--- src/design/lso_ram.sv ---
module lso_ram #(
    parameter int DEPTH = 256,
    parameter int WIDTH = 8,
    localparam int AW = $clog2(DEPTH)
) (
    input  logic             aclk,
    input  logic             we,
    input  logic [AW-1:0]    waddr,
    input  logic [WIDTH-1:0] wdata,
    input  logic [AW-1:0]    raddr,
    output logic [WIDTH-1:0] rdata
);

    logic [WIDTH-1:0] mem [DEPTH];
    logic [WIDTH-1:0] rdata_reg;

    always_ff @(posedge aclk) begin
        if (we) begin
            mem[waddr] <= wdata;
        end
        rdata_reg <= mem[raddr];
    end

    assign rdata = rdata_reg;

endmodule

--- config.mk ---
export PLATFORM = sky130hd
export DESIGN_NAME = lso_ram
export DESIGN_NICKNAME = d
export VERILOG_FILES = /design/src/design/lso_ram.sv
export SDC_FILE = /design/constraint.sdc
export NUM_CORES = 2
export LEC_CHECK = 0
export ABC_AREA = 1
export BUFFER_PORTS_ARGS = -buffer_cell sky130_fd_sc_hd__buf_2
export CAP_MARGIN = 20
export CORE_MARGIN = 1
export CORE_UTILIZATION = 45
export CTS_BUF_LIST = sky130_fd_sc_hd__clkbuf_4 sky130_fd_sc_hd__clkbuf_8 sky130_fd_sc_hd__clkbuf_16
export DETAILED_ROUTE_END_ITERATION = 12
export PLACE_DENSITY = 0.6
export SETUP_SLACK_MARGIN = 0.15
export SYNTH_ARGS = -nofsm -noshare
export SYNTH_HDL_FRONTEND = slang
export SYNTH_SLANG_ARGS = --single-unit
--- constraint.sdc ---
create_clock -name aclk -period 2.38 [get_ports aclk]
set_input_delay 0.357 -clock aclk [delete_from_list [all_inputs] [get_ports aclk]]
set_output_delay 0.357 -clock aclk [all_outputs]
set_load 0.1 [all_outputs]
==> run summary <==
Int Power = 0.06035 W
Crit path launch type = register
Area Overhead vs Synth = 16.70%
DRC violations left = 0
Top-level I/O count = 34
Status = finished clean
CP endpoint kind = output port
Yosys warnings = 0
Netlist cell types = 14
First-pass GRT wire length = 356,100 um
Violation count after the first detailed-route iteration = 7,017
Largest net degree at the start of global routing = 105
Core area = 0.1837 mm2
Final period utilization = 90.32%
Slew Limit Fails = 0
WP data required = 2.02 ns
Layout cells sized above 1 = 12.76%
CTS tree = yes
P_sw = 0.01781 W
#FFs+latches synth = 2,056
Mapped Cells = 7,003
Clock Sinks = 2,056
Clock skew = 0.03409 ns
Slew @ Worst Pin = 1.082 ns
R2r setup slk = 0.31 ns
DRT Wirelength = 241,400 um
Seq pwr share = 51.1%
Gr ovfl total = 0
# Post-CTS Setup Buffers = 0
Clock slew at reported path FFs = 0.06 ns
Overall Power = 0.07816 W
Starting Density = 45.41%
Post-synth ARST share = 0%
CTS root buffer = clkbuf_16
Hold Path Class = input port to register
Crit path max fanout = 1
Critical path origin = rdata[4]
Arrival time worst endpoint = 1.79 ns
Hold Startpoint = raddr[6]
Die width = 432.5 um
CTS buffer count = 208
Fmax = 465.2 MHz
# rows = 157
Die area = 0.1871 mm2
MaxCap Viol Count = 0
Setup_tns = 0 ns
Leakage = 34.75 nW
Final GP Congestion = 0.8935
Routed length per instance = 24.14 um
CP top delay family = buffers and inverters
DR pass1 iterations = 8
Power per cell area = 803.1 mW/mm2
Fin. Hold Viols = 0
Finish-stage setup viols = 0
Reg2reg start = mem[7][6]
Sw Ratio = 22.79%
Clock share of power = 42.1%
Gate power share = 6.7%
CP max stage delay = 0.48 ns
WP buf/inv = 1
Die Ht = 432.5 um
Slowest-stage cell, CP = buf_2
Mapped cell area = 0.08340 mm2
All-Layer GR Usage = 25.73%
Vias in the first global route = 53,571
Post-synthesis sequential area ratio = 73.94%
CTS max path bufs = 3
Most frequent cells in the layout = nand2_1, edfxtp_1, nand3_1
Unrepaired setup endpoints after global routing = no
Buffers on Ports = 33
Net count after synthesis = 7,029
Post-route ant nets = 0
Vias per cell = 5.629
Worst-skew pair later-pin latency = 0.86 ns
Commonest non-fill, non-tap cell in the layout = nand2_1
WS Path Type = register to output port
Min Tclk post-route = 2.150 ns
Initial antenna violation count = 8
Syn avg cell area = 11.91 um2
Count of nets after finishing = 7,387
Peak supply drop = 0.7851 mV
Main synth FF type = edfxtp_1
EDFF count, synth = 2,048
Via count = 56,291
Slew margin rel. = 27.81%
Critical-path cell list = buf_2
Detailed Place HPWL = 147,700 um
Max FFs per register = 2,048
H-tree depth = 4
-- power by group through the flow --
stage | clock network, W | registers, W | logic, W
5_1_grt | 0.0346 | 0.0399 | 0.00562
6_report | 0.0329 | 0.0400 | 0.00527
3_3_place_gp | 0 | 0.0407 | 0.00518
4_1_cts | 0.0333 | 0.0400 | 0.00526
3_5_place_dp | 0 | 0.0407 | 0.00522
2_1_floorplan | 0 | 0.0408 | 0.00246
-- stage by stage --
| stage | worst slack [ns] | area [um2] | utilization, % | cells | hold slack, ns |
|---|---|---|---|---|---|
| finish | 0.2305 | 97320 | 52.99 | 10001 | 0.1872 |
| global placement | -0.3542 | 90320 | 49.18 | 9606 | 0.6903 |
| floorplan | 0.5315 | 83400 | - | 7003 | 0.4559 |
| detailed placement | -0.3124 | 90320 | 49.18 | 9606 | 0.7014 |
| CTS | 0.1636 | 97300 | 52.98 | 9993 | 0.1205 |
| global route | 0.2017 | 97310 | 52.98 | 9995 | 0.1866 |
-- worst min-delay path: cells and delay by family --
kind          cells  cell delay, ns
buf+inv           2            0.34
simple gates      4            0.26
-- per-layer routing --
metal / GRT usage, % / vias to the layer above / wire length, um
li1: - / 25600 / -
met2: 41.47 / 2528 / 114800
met1: 35.58 / 27745 / 98620
met3: 4.014 / 416 / 19890
met5: 0 / - / 13
met4: 8.865 / 2 / 8066
-- layout make-up --
cell class | instances | area (um2)
well taps | 2464 | 3083
inverters | 39 | 180.2
repair buffers | 631 | 6339
clock inverters | 128 | 1304
flip-flops and latches | 2056 | 61660
multi-input cells | 4425 | 19160
fillers | 15475 | 86350
clock buffers | 250 | 5574
diodes | 8 | 20.02
-- kinds of logic (layout without fill, tap and decap cells) --
family                 Yosys count  in the layout  share of synthesized area, %
buffers and inverters          522           1048                         3.119
flip-flops                    2056           2056                         73.94
other                            0              8                             0
AND/OR/NAND/NOR               4425           4425                         22.95
-- timing repair --
action                                 in CTS  in global routing
setup endpoints to repair                   4                  0
endpoints found under the hold margin     223                  0
hold buffers                                9                  0
gates resized for setup                     4                  0
-- synthesized netlist by cell type (2+ instances only) --
cell,instances,share of area (%)
nand2_1,2123,9.6
nand3_1,2019,12
inv_2,2,0.0090
dfxtp_1,8,0.19
edfxtp_1,2048,74
inv_1,36,0.16
clkbuf_1,112,0.50
nor2_1,283,1.3
buf_4,46,0.41
buf_1,40,0.18
buf_6,16,0.22
buf_2,268,1.6
-- path summary, 6_finish.rpt --
kind,end,depth (start not counted)
max reg2reg,rdata[6],10
min,rdata[6],6
max,rdata[4],1
min reg2reg,rdata[5],10
Note: power is estimated with default switching activity, not from simulation.
